`src/rtl/bmx_pkg.sv`:
```
// bmx_pkg: shared constants, tables, types and byte-mixing functions for the
// byte permute affine mixer. No dependencies.
package bmx_pkg;

  localparam int unsigned WORK_SIZE = 32;
  localparam int unsigned IDX_W     = $clog2(WORK_SIZE);
  localparam int unsigned SEED_W    = 64;
  localparam int unsigned SEED_BYTES = SEED_W / 8;
  localparam int unsigned BYTE_SEL_W = $clog2(SEED_BYTES);
  localparam logic [7:0]  AFFINE_CONST = 8'h63;

  // Source index for each work byte.
  localparam logic [IDX_W-1:0] IDX_TABLE [WORK_SIZE] = '{
    5'd21, 5'd8,  5'd19, 5'd12, 5'd2,  5'd11, 5'd28, 5'd20,
    5'd7,  5'd5,  5'd9,  5'd1,  5'd22, 5'd27, 5'd16, 5'd31,
    5'd18, 5'd3,  5'd26, 5'd29, 5'd17, 5'd15, 5'd25, 5'd14,
    5'd30, 5'd13, 5'd6,  5'd4,  5'd10, 5'd24, 5'd23, 5'd0
  };

  // Fixed starting bytes of the work array.
  localparam logic [7:0] INIT_BYTES [WORK_SIZE] = '{
    8'd1, 8'd1, 8'd1, 8'd1, 8'd1, 8'd1, 8'd1, 8'd1,
    8'd0, 8'd0, 8'd0, 8'd0, 8'd0, 8'd0, 8'd0, 8'd0,
    8'd1, 8'd1, 8'd1, 8'd1, 8'd1, 8'd1, 8'd1, 8'd1,
    8'd0, 8'd0, 8'd0, 8'd0, 8'd0, 8'd0, 8'd0, 8'd0
  };

  // Write request into the work memory.
  typedef struct packed {
    logic             en;
    logic [IDX_W-1:0] addr;
    logic [7:0]       data;
  } wr_req_t;

  function automatic logic [7:0] rotl8(input logic [7:0] v, input logic [2:0] r);
    logic [15:0] t;
    t = {v, v} << r;
    return t[15:8];
  endfunction

  // AES affine map
  function automatic logic [7:0] affine8(input logic [7:0] b);
    return b ^ rotl8(b, 3'd1) ^ rotl8(b, 3'd2) ^ rotl8(b, 3'd3) ^ rotl8(b, 3'd4)
           ^ AFFINE_CONST;
  endfunction

endpackage

```
`src/rtl/byte_permute_affine_mixer.sv`:
```
// byte_permute_affine_mixer: top level, sequencer, seed/digest registers.
// Depends on bmx_pkg, bmx_work_mem, bmx_mix_unit.
//
//   channel | signals                           | direction
//   --------+-----------------------------------+----------
//   in      | in_valid_i, in_stall_o, seed_i    | into block
//   out     | out_valid_o, out_stall_i, digest_o| out of block
//
// From input transfer to the earliest digest transfer a seed goes through these
// steps: load the work memory (one write port), prime the read ports, run
// 1024 byte updates (32 rounds x 32 bytes), one per cycle through the shared
// mix unit, post the digest into the output register, then hold out_valid_o
// high. The next seed can transfer at the same edge as that digest, so a new
// seed is taken only once the last one's digest is in the output register.
// in_stall_o is high while a seed is in work or the finished digest waits
// for the output register. rst_ni is asynchronous, active low, and returns
// the sequencer to idle and drops out_valid_o. The work memory has no reset.
module byte_permute_affine_mixer (
  input  logic        clk_i,
  input  logic        rst_ni,
  input  logic        in_valid_i,
  output logic        in_stall_o,
  input  logic [63:0] seed_i,
  output logic        out_valid_o,
  input  logic        out_stall_i,
  output logic [63:0] digest_o
);
  import bmx_pkg::*;

  localparam logic [2:0] ST_IDLE  = 3'd0;
  localparam logic [2:0] ST_LOAD  = 3'd1;
  localparam logic [2:0] ST_PRIME = 3'd2;
  localparam logic [2:0] ST_RUN   = 3'd3;
  localparam logic [2:0] ST_DONE  = 3'd4;

  localparam logic [IDX_W-1:0] LAST_IDX = IDX_W'(WORK_SIZE - 1);

  logic [2:0]       state_q, state_d;
  logic [IDX_W-1:0] cnt_q, cnt_d;     // byte position
  logic [IDX_W-1:0] rnd_q, rnd_d;     // round number
  logic [63:0]      seed_q, seed_d;
  logic [63:0]      digest_q, digest_d;
  logic [63:0]      out_q, out_d;
  logic             out_valid_q, out_valid_d;

  wr_req_t          wr;
  logic [IDX_W-1:0] rd_idx;
  logic [7:0]       src_b, cur_b, new_b;
  logic [7:0]       seed_b;
  logic             in_xfer, out_free;

  assign in_xfer  = in_valid_i && !in_stall_o;
  assign out_free = !out_valid_q || !out_stall_i;

  // Next byte to read: during RUN it is the one after the byte being
  // written; wraps from 31 into byte 0 of the next round.
  assign rd_idx = (state_q == ST_RUN) ? cnt_q + 1'b1 : '0;

  bmx_work_mem u_mem (
    .clk_i      (clk_i),
    .wr_i       (wr),
    .src_addr_i (IDX_TABLE[rd_idx]),
    .cur_addr_i (rd_idx),
    .src_o      (src_b),
    .cur_o      (cur_b)
  );

  bmx_mix_unit u_mix (
    .src_i (src_b),
    .cur_i (cur_b),
    .new_o (new_b)
  );

  // Seed byte added to the first eight work bytes, no carry between bytes.
  assign seed_b = (cnt_q[IDX_W-1:BYTE_SEL_W] == '0)
                  ? seed_q[8*cnt_q[BYTE_SEL_W-1:0] +: 8] : 8'd0;

  always_comb begin
    state_d     = state_q;
    cnt_d       = cnt_q;
    rnd_d       = rnd_q;
    seed_d      = seed_q;
    digest_d    = digest_q;
    out_d       = out_q;
    out_valid_d = out_valid_q;
    wr          = '0;

    if (out_valid_q && !out_stall_i) begin
      out_valid_d = 1'b0;
    end

    unique case (state_q)
      ST_IDLE: begin
        if (in_valid_i) begin
          seed_d   = seed_i;
          digest_d = '0;
          cnt_d    = '0;
          state_d  = ST_LOAD;
        end
      end
      ST_LOAD: begin
        wr.en   = 1'b1;
        wr.addr = cnt_q;
        wr.data = INIT_BYTES[cnt_q] + seed_b;
        cnt_d   = cnt_q + 1'b1;
        if (cnt_q == LAST_IDX) begin
          state_d = ST_PRIME;
        end
      end
      ST_PRIME: begin
        cnt_d   = '0;
        rnd_d   = '0;
        state_d = ST_RUN;
      end
      ST_RUN: begin
        wr.en   = 1'b1;
        wr.addr = cnt_q;
        wr.data = new_b;
        // byte j is final for round j once written; later bytes of the
        // round never touch it
        if (cnt_q == rnd_q) begin
          digest_d[8*rnd_q[BYTE_SEL_W-1:0] +: 8] =
            digest_q[8*rnd_q[BYTE_SEL_W-1:0] +: 8] ^ new_b;
        end
        cnt_d = cnt_q + 1'b1;
        if (cnt_q == LAST_IDX) begin
          rnd_d = rnd_q + 1'b1;
          if (rnd_q == LAST_IDX) begin
            state_d = ST_DONE;
          end
        end
      end
      ST_DONE: begin
        if (out_free) begin
          out_d       = digest_q;
          out_valid_d = 1'b1;
          state_d     = ST_IDLE;
        end
      end
      default: begin
        state_d = ST_IDLE;
      end
    endcase
  end

  always_ff @(posedge clk_i or negedge rst_ni) begin
    if (!rst_ni) begin
      state_q     <= ST_IDLE;
      cnt_q       <= '0;
      rnd_q       <= '0;
      out_valid_q <= 1'b0;
    end else begin
      state_q     <= state_d;
      cnt_q       <= cnt_d;
      rnd_q       <= rnd_d;
      out_valid_q <= out_valid_d;
    end
  end

  always_ff @(posedge clk_i) begin
    seed_q   <= seed_d;
    digest_q <= digest_d;
    out_q    <= out_d;
  end

  assign in_stall_o  = (state_q != ST_IDLE);
  assign out_valid_o = out_valid_q;
  assign digest_o    = out_q;

  // A seed transfer starts the load at byte 0.
  a_xfer_loads: assert property (@(posedge clk_i) disable iff (!rst_ni)
    in_xfer |=> (state_q == ST_LOAD) && (cnt_q == '0))
    else $error("seed transfer did not start the load");

  // The last update of the last round ends the run.
  a_run_ends: assert property (@(posedge clk_i) disable iff (!rst_ni)
    ((state_q == ST_RUN) && (cnt_q == LAST_IDX) && (rnd_q == LAST_IDX))
    |=> (state_q == ST_DONE))
    else $error("run did not end after the last round");

  // A result is only posted out of the done state.
  a_post_from_done: assert property (@(posedge clk_i) disable iff (!rst_ni)
    $rose(out_valid_o) |-> ($past(state_q) == ST_DONE))
    else $error("digest posted outside the done state");

endmodule

```
`src/rtl/bmx_work_mem.sv`:
```
// bmx_work_mem: 32 x 8 work memory, one write port, two registered read
// ports with write-to-read bypass. Depends on bmx_pkg.
module bmx_work_mem (
  input  logic                         clk_i,
  input  bmx_pkg::wr_req_t             wr_i,
  input  logic [bmx_pkg::IDX_W-1:0]    src_addr_i,
  input  logic [bmx_pkg::IDX_W-1:0]    cur_addr_i,
  output logic [7:0]                   src_o,
  output logic [7:0]                   cur_o
);
  import bmx_pkg::*;

  logic [7:0] mem [WORK_SIZE];
  logic [7:0] src_q;
  logic [7:0] cur_q;

  // bypass: a byte written this cycle is seen by a read issued this cycle
  always_ff @(posedge clk_i) begin
    if (wr_i.en) begin
      mem[wr_i.addr] <= wr_i.data;
    end
    src_q <= (wr_i.en && (wr_i.addr == src_addr_i)) ? wr_i.data : mem[src_addr_i];
    cur_q <= (wr_i.en && (wr_i.addr == cur_addr_i)) ? wr_i.data : mem[cur_addr_i];
  end

  assign src_o = src_q;
  assign cur_o = cur_q;

endmodule

```
`src/rtl/bmx_mix_unit.sv`:
```
// bmx_mix_unit: shared byte update, cur ^ rotl8(affine(src), cur[2:0]).
// Depends on bmx_pkg.
module bmx_mix_unit (
  input  logic [7:0] src_i,
  input  logic [7:0] cur_i,
  output logic [7:0] new_o
);
  import bmx_pkg::*;

  assign new_o = cur_i ^ rotl8(affine8(src_i), cur_i[2:0]);

endmodule

```
`config.mk`:
```
export PLATFORM = sky130hd
export DESIGN_NAME = byte_permute_affine_mixer
export DESIGN_NICKNAME = d
export VERILOG_FILES = /design/src/rtl/bmx_pkg.sv /design/src/rtl/byte_permute_affine_mixer.sv /design/src/rtl/bmx_work_mem.sv /design/src/rtl/bmx_mix_unit.sv
export SDC_FILE = /design/constraint.sdc
export NUM_CORES = 1
export LEC_CHECK = 0
export ABC_AREA = 1
export BUFFER_PORTS_ARGS = -buffer_cell sky130_fd_sc_hd__buf_2
export CELL_PAD_IN_SITES_DETAIL_PLACEMENT = 1
export CELL_PAD_IN_SITES_GLOBAL_PLACEMENT = 1
export CORE_MARGIN = 2
export CORE_UTILIZATION = 43
export DETAILED_ROUTE_END_ITERATION = 8
export PLACE_DENSITY_LB_ADDON = 0.1
export SETUP_SLACK_MARGIN = 0.3
export SLEW_MARGIN = 10
export SYNTH_ARGS = -nofsm -noshare
export SYNTH_HDL_FRONTEND = slang
export SYNTH_HIERARCHICAL = 1
export SYNTH_SLANG_ARGS = --single-unit
export TNS_END_PERCENT = 10
```
`constraint.sdc`:
```
create_clock -name clk_i -period 5.72 [get_ports clk_i]
set_input_delay 0.286 -clock clk_i [delete_from_list [all_inputs] [get_ports clk_i]]
set_output_delay 0.286 -clock clk_i [all_outputs]
set_load 0.005 [all_outputs]
```
==> impl_metrics.toml <==
[outcome]
status = "completed"

[die]
rows = 87
core_um2 = 56200
io_pins = 134
die_x_um = 242
die_area_um2 = 58400
die_h_um = 242
start_util = 0.433

[placement]
routabilityCongestion = 0.835
place_area_um2 = 25200
io_buffers = 133
post-dp-hpwl_um = 51300

[sta]
min_period_ns = 4.78
tightestPinTransition_ns = 1.13
fin_skew_ns = 0.0183
tns_ns = 0
finalSetupViolCount = 0
rsz0062_at_grt = "false"
slew_viol_final = 0
max_slew_margin = 0.248
hold_violations = 0
finalCritPeriodShare = 0.835
fmax_mhz = 209

[routing]
final_antenna_net_count = 0
wire_per_inst_um = 22.8
drt-vias-per-instance = 5.62
num_vias = 20200
drtIter0Drc = 1394
drc_errors = 0
routed_wl_um = 82100
drt-pass1-iter-count = 5

[pwr]
power_frac_seq = 0.526
intPower_w = 0.00569
switching_share = 0.199
max-vdd-ir-drop_mv = 0.276
p_leak_nw = 10.6
clkPwrFrac = 0.465
power.switching_w = 0.00141
combPwrFrac = 0.009
power_density_nw_per_um2 = 258

[grt]
grt_pass1_wl_um = 127000
track_usage = 0.279
grt_pass1_vias = 21300
antenna_found_initial = 1
grt_max_degree = 129
grt-ovfl-total = 0

[logic_synthesis]
synth_edf_count = 448
syn_inst = 2657
synthTopCellsByArea = "edfxtp_1, nand2_1, nand3_1, buf_6, o21ai_0"
async_flop_share = 0.0297
synth.cell_area_um2 = 24300
yosysUniqueCellTypes = 47
yosys.area.top_type = "edfxtp_1"
yosys_warnings = 6
ys_seq_area_frac = 0.576
yosys_most_used_dff = "edfxtp_1"
syn_nets = 2740
ys_seq_elements = 472
synth_top_area_share = 0.554
syn_avg_cell_area_um2 = 9.14

[worst_setup_path]
critPathKind = "reg2reg"
critPathRequiredTime_ns = 6.07
arrival_ns = 5.13
crit_path_frequent_cell = "nand2_1"
start_kind = "register"
slowest_delay_ns = 0.66
cp-end-kind = "register"
critPathMaxFanout = 71
crit_path_top_delay_cell = "buf_4"

[layout]
drive_gt1_frac = 0.115
stdcell_area_um2 = 27500
register_area_um2 = 14000
finalNetCount = 2877
synthToLayoutAreaGrowth_pct = 13.1
multi_input_area_um2 = 8720
fill_cells = 6499

[job]
maxCapViolCount = 0

[hold_path]
hp-class = "in2async"

[clocking]
htreeDepth = 2
cts_root_buffer = "clkbuf_16"
cts_hold_buffers = 66
numClockSinks = 472
insertion_delay_ns = 0.61
cts_buffer_depth = 3
postCtsResizedCells = 0
clk_pin_slew_worst_paths_ns = 0.06
postCtsSetupBuffers = 0
cts_tree = "done"
numCtsBuffers = 52
[logic make-up (layout without fill, tap and decap cells)]
logic type               after synthesis  in the layout  synth area share
multiplexers                           1              1          0.000464
XOR/XNOR                              14             14           0.00628
other                                  0              1                 0
flip-flops                           472            472             0.576
adder cells (fa/ha/maj)               15             15           0.00773
AO/OA/AOI/OAI                        226            226            0.0487
buffers and inverters                274            452            0.0664
AND/OR/NAND/NOR                     1655           1655             0.294
[routing by layer]
layer / track usage / wire, um / vias to the layer above
met4: 0.0968 / 2670 / 0
met5: 0 / 0 / -
met1: 0.355 / 34200 / 10100
li1: - / - / 9325
met2: 0.489 / 41100 / 597
met3: 0.0355 / 4020 / 166
[worst paths after layout]
path | cells past startpoint | endpoint | slack, ns | from
worst min register to register | 0 | digest_o[3] | 0.45 | digest_q[3]
worst max-delay path | 28 | digest_q[3] | 0.94 | register
worst min-delay path | 2 | rnd_q[0] | 0.17 | rst_ni
worst max register to register | 28 | digest_q[3] | 0.94 | register
min in group clk_i | 6 | cnt_q[0] | 0.23 | in_valid_i
max in group asynchronous | 2 | cnt_q[4] | 5.27 | rst_ni
[flip-flops by register name (all words and copies together), names as in the netlist, named ones only]
signal	flops
u_mem/mem	256
cnt_q	5
rnd_q	5
state_q	3
seed_q	64
out_valid_o	1
digest_o	64
digest_q	64
[worst max-delay path, delay by kind of cell, from the launching register on]
family,cells,cell delay (ns)
compound gates,1,0.24
buf+inv,7,1.51
simple gates,19,2.13
xor+xnor,1,0.24
flops,1,0.35
[cell usage after synthesis, drive strengths merged, types with 8 or more instances]
master / instances
o21ai: 132
dfxtp: 10
nand2: 976
inv: 116
a21oi: 72
clkbuf: 22
ha: 15
xor2: 8
nor2: 116
edfxtp: 448
o22ai: 9
dfrtp: 14
nand3: 550
buf: 135
[power groups by stage]
stage	combinational, W	sequential, W	clock, W
6_report	0.0000648	0.00373	0.00330
5_1_grt	0.0000695	0.00373	0.00348
4_1_cts	0.0000607	0.00373	0.00335
3_5_place_dp	0.0000268	0.00380	0
3_3_place_gp	0.0000259	0.00380	0
2_1_floorplan	0.000000287	0.00380	0
[placed cells by master (no fill, tap or decap), types with 6 or more instances in the layout]
| cell type | Yosys | routed |
|---|---|---|
| o21ai_1 | 20 | 19 |
| inv_2 | 15 | 12 |
| buf_4 | 24 | 36 |
| nand3_2 | 15 | 15 |
| nor2_2 | 10 | 10 |
| o21ai_0 | 112 | 109 |
| a21oi_1 | 72 | 71 |
| nand2_2 | 16 | 16 |
| inv_1 | 99 | 99 |
| o22ai_1 | 9 | 9 |
| ha_1 | 15 | 15 |
| dlygate4sd3_1 | 0 | 66 |
| nand3_1 | 534 | 534 |
| edfxtp_1 | 448 | 448 |
| clkbuf_16 | 0 | 53 |
| clkbuf_1 | 22 | 9 |
| dfrtp_1 | 14 | 14 |
| buf_2 | 48 | 133 |
| clkinv_1 | 1 | 19 |
| nand2_1 | 960 | 960 |
| dfxtp_1 | 10 | 6 |
| clkinv_2 | 0 | 9 |
| nor2_1 | 102 | 101 |
[area by class of cell]
| class | count | share of cell area |
|---|---|---|
| Clock inverter | 33 | 0.0102 |
| Inverter | 117 | 0.0164 |
| Timing Repair Buffer | 240 | 0.0618 |
| Sequential cell | 472 | 0.510 |
| Clock buffer | 62 | 0.0495 |
| Antenna cell | 1 | 0.0000911 |
| Multi-Input combinational cell | 1911 | 0.317 |
| Tap cell | 756 | 0.0344 |
[per-stage QoR]
stage	cells	util	hold WS (ns)	worst slack [ns]	power [W]
2_1_floorplan	2657	-	-0.00959	1.24	0.00381
3_3_place_gp	3430	0.448	0.216	1.20	0.00383
3_5_place_dp	3430	0.448	0.223	1.00	0.00383
4_1_cts	3591	0.489	0.108	0.976	0.00715
5_1_grt	3592	0.489	0.186	0.563	0.00728
6_report	3592	0.489	0.173	0.943	0.00710
(Power assumes the default switching activity.)
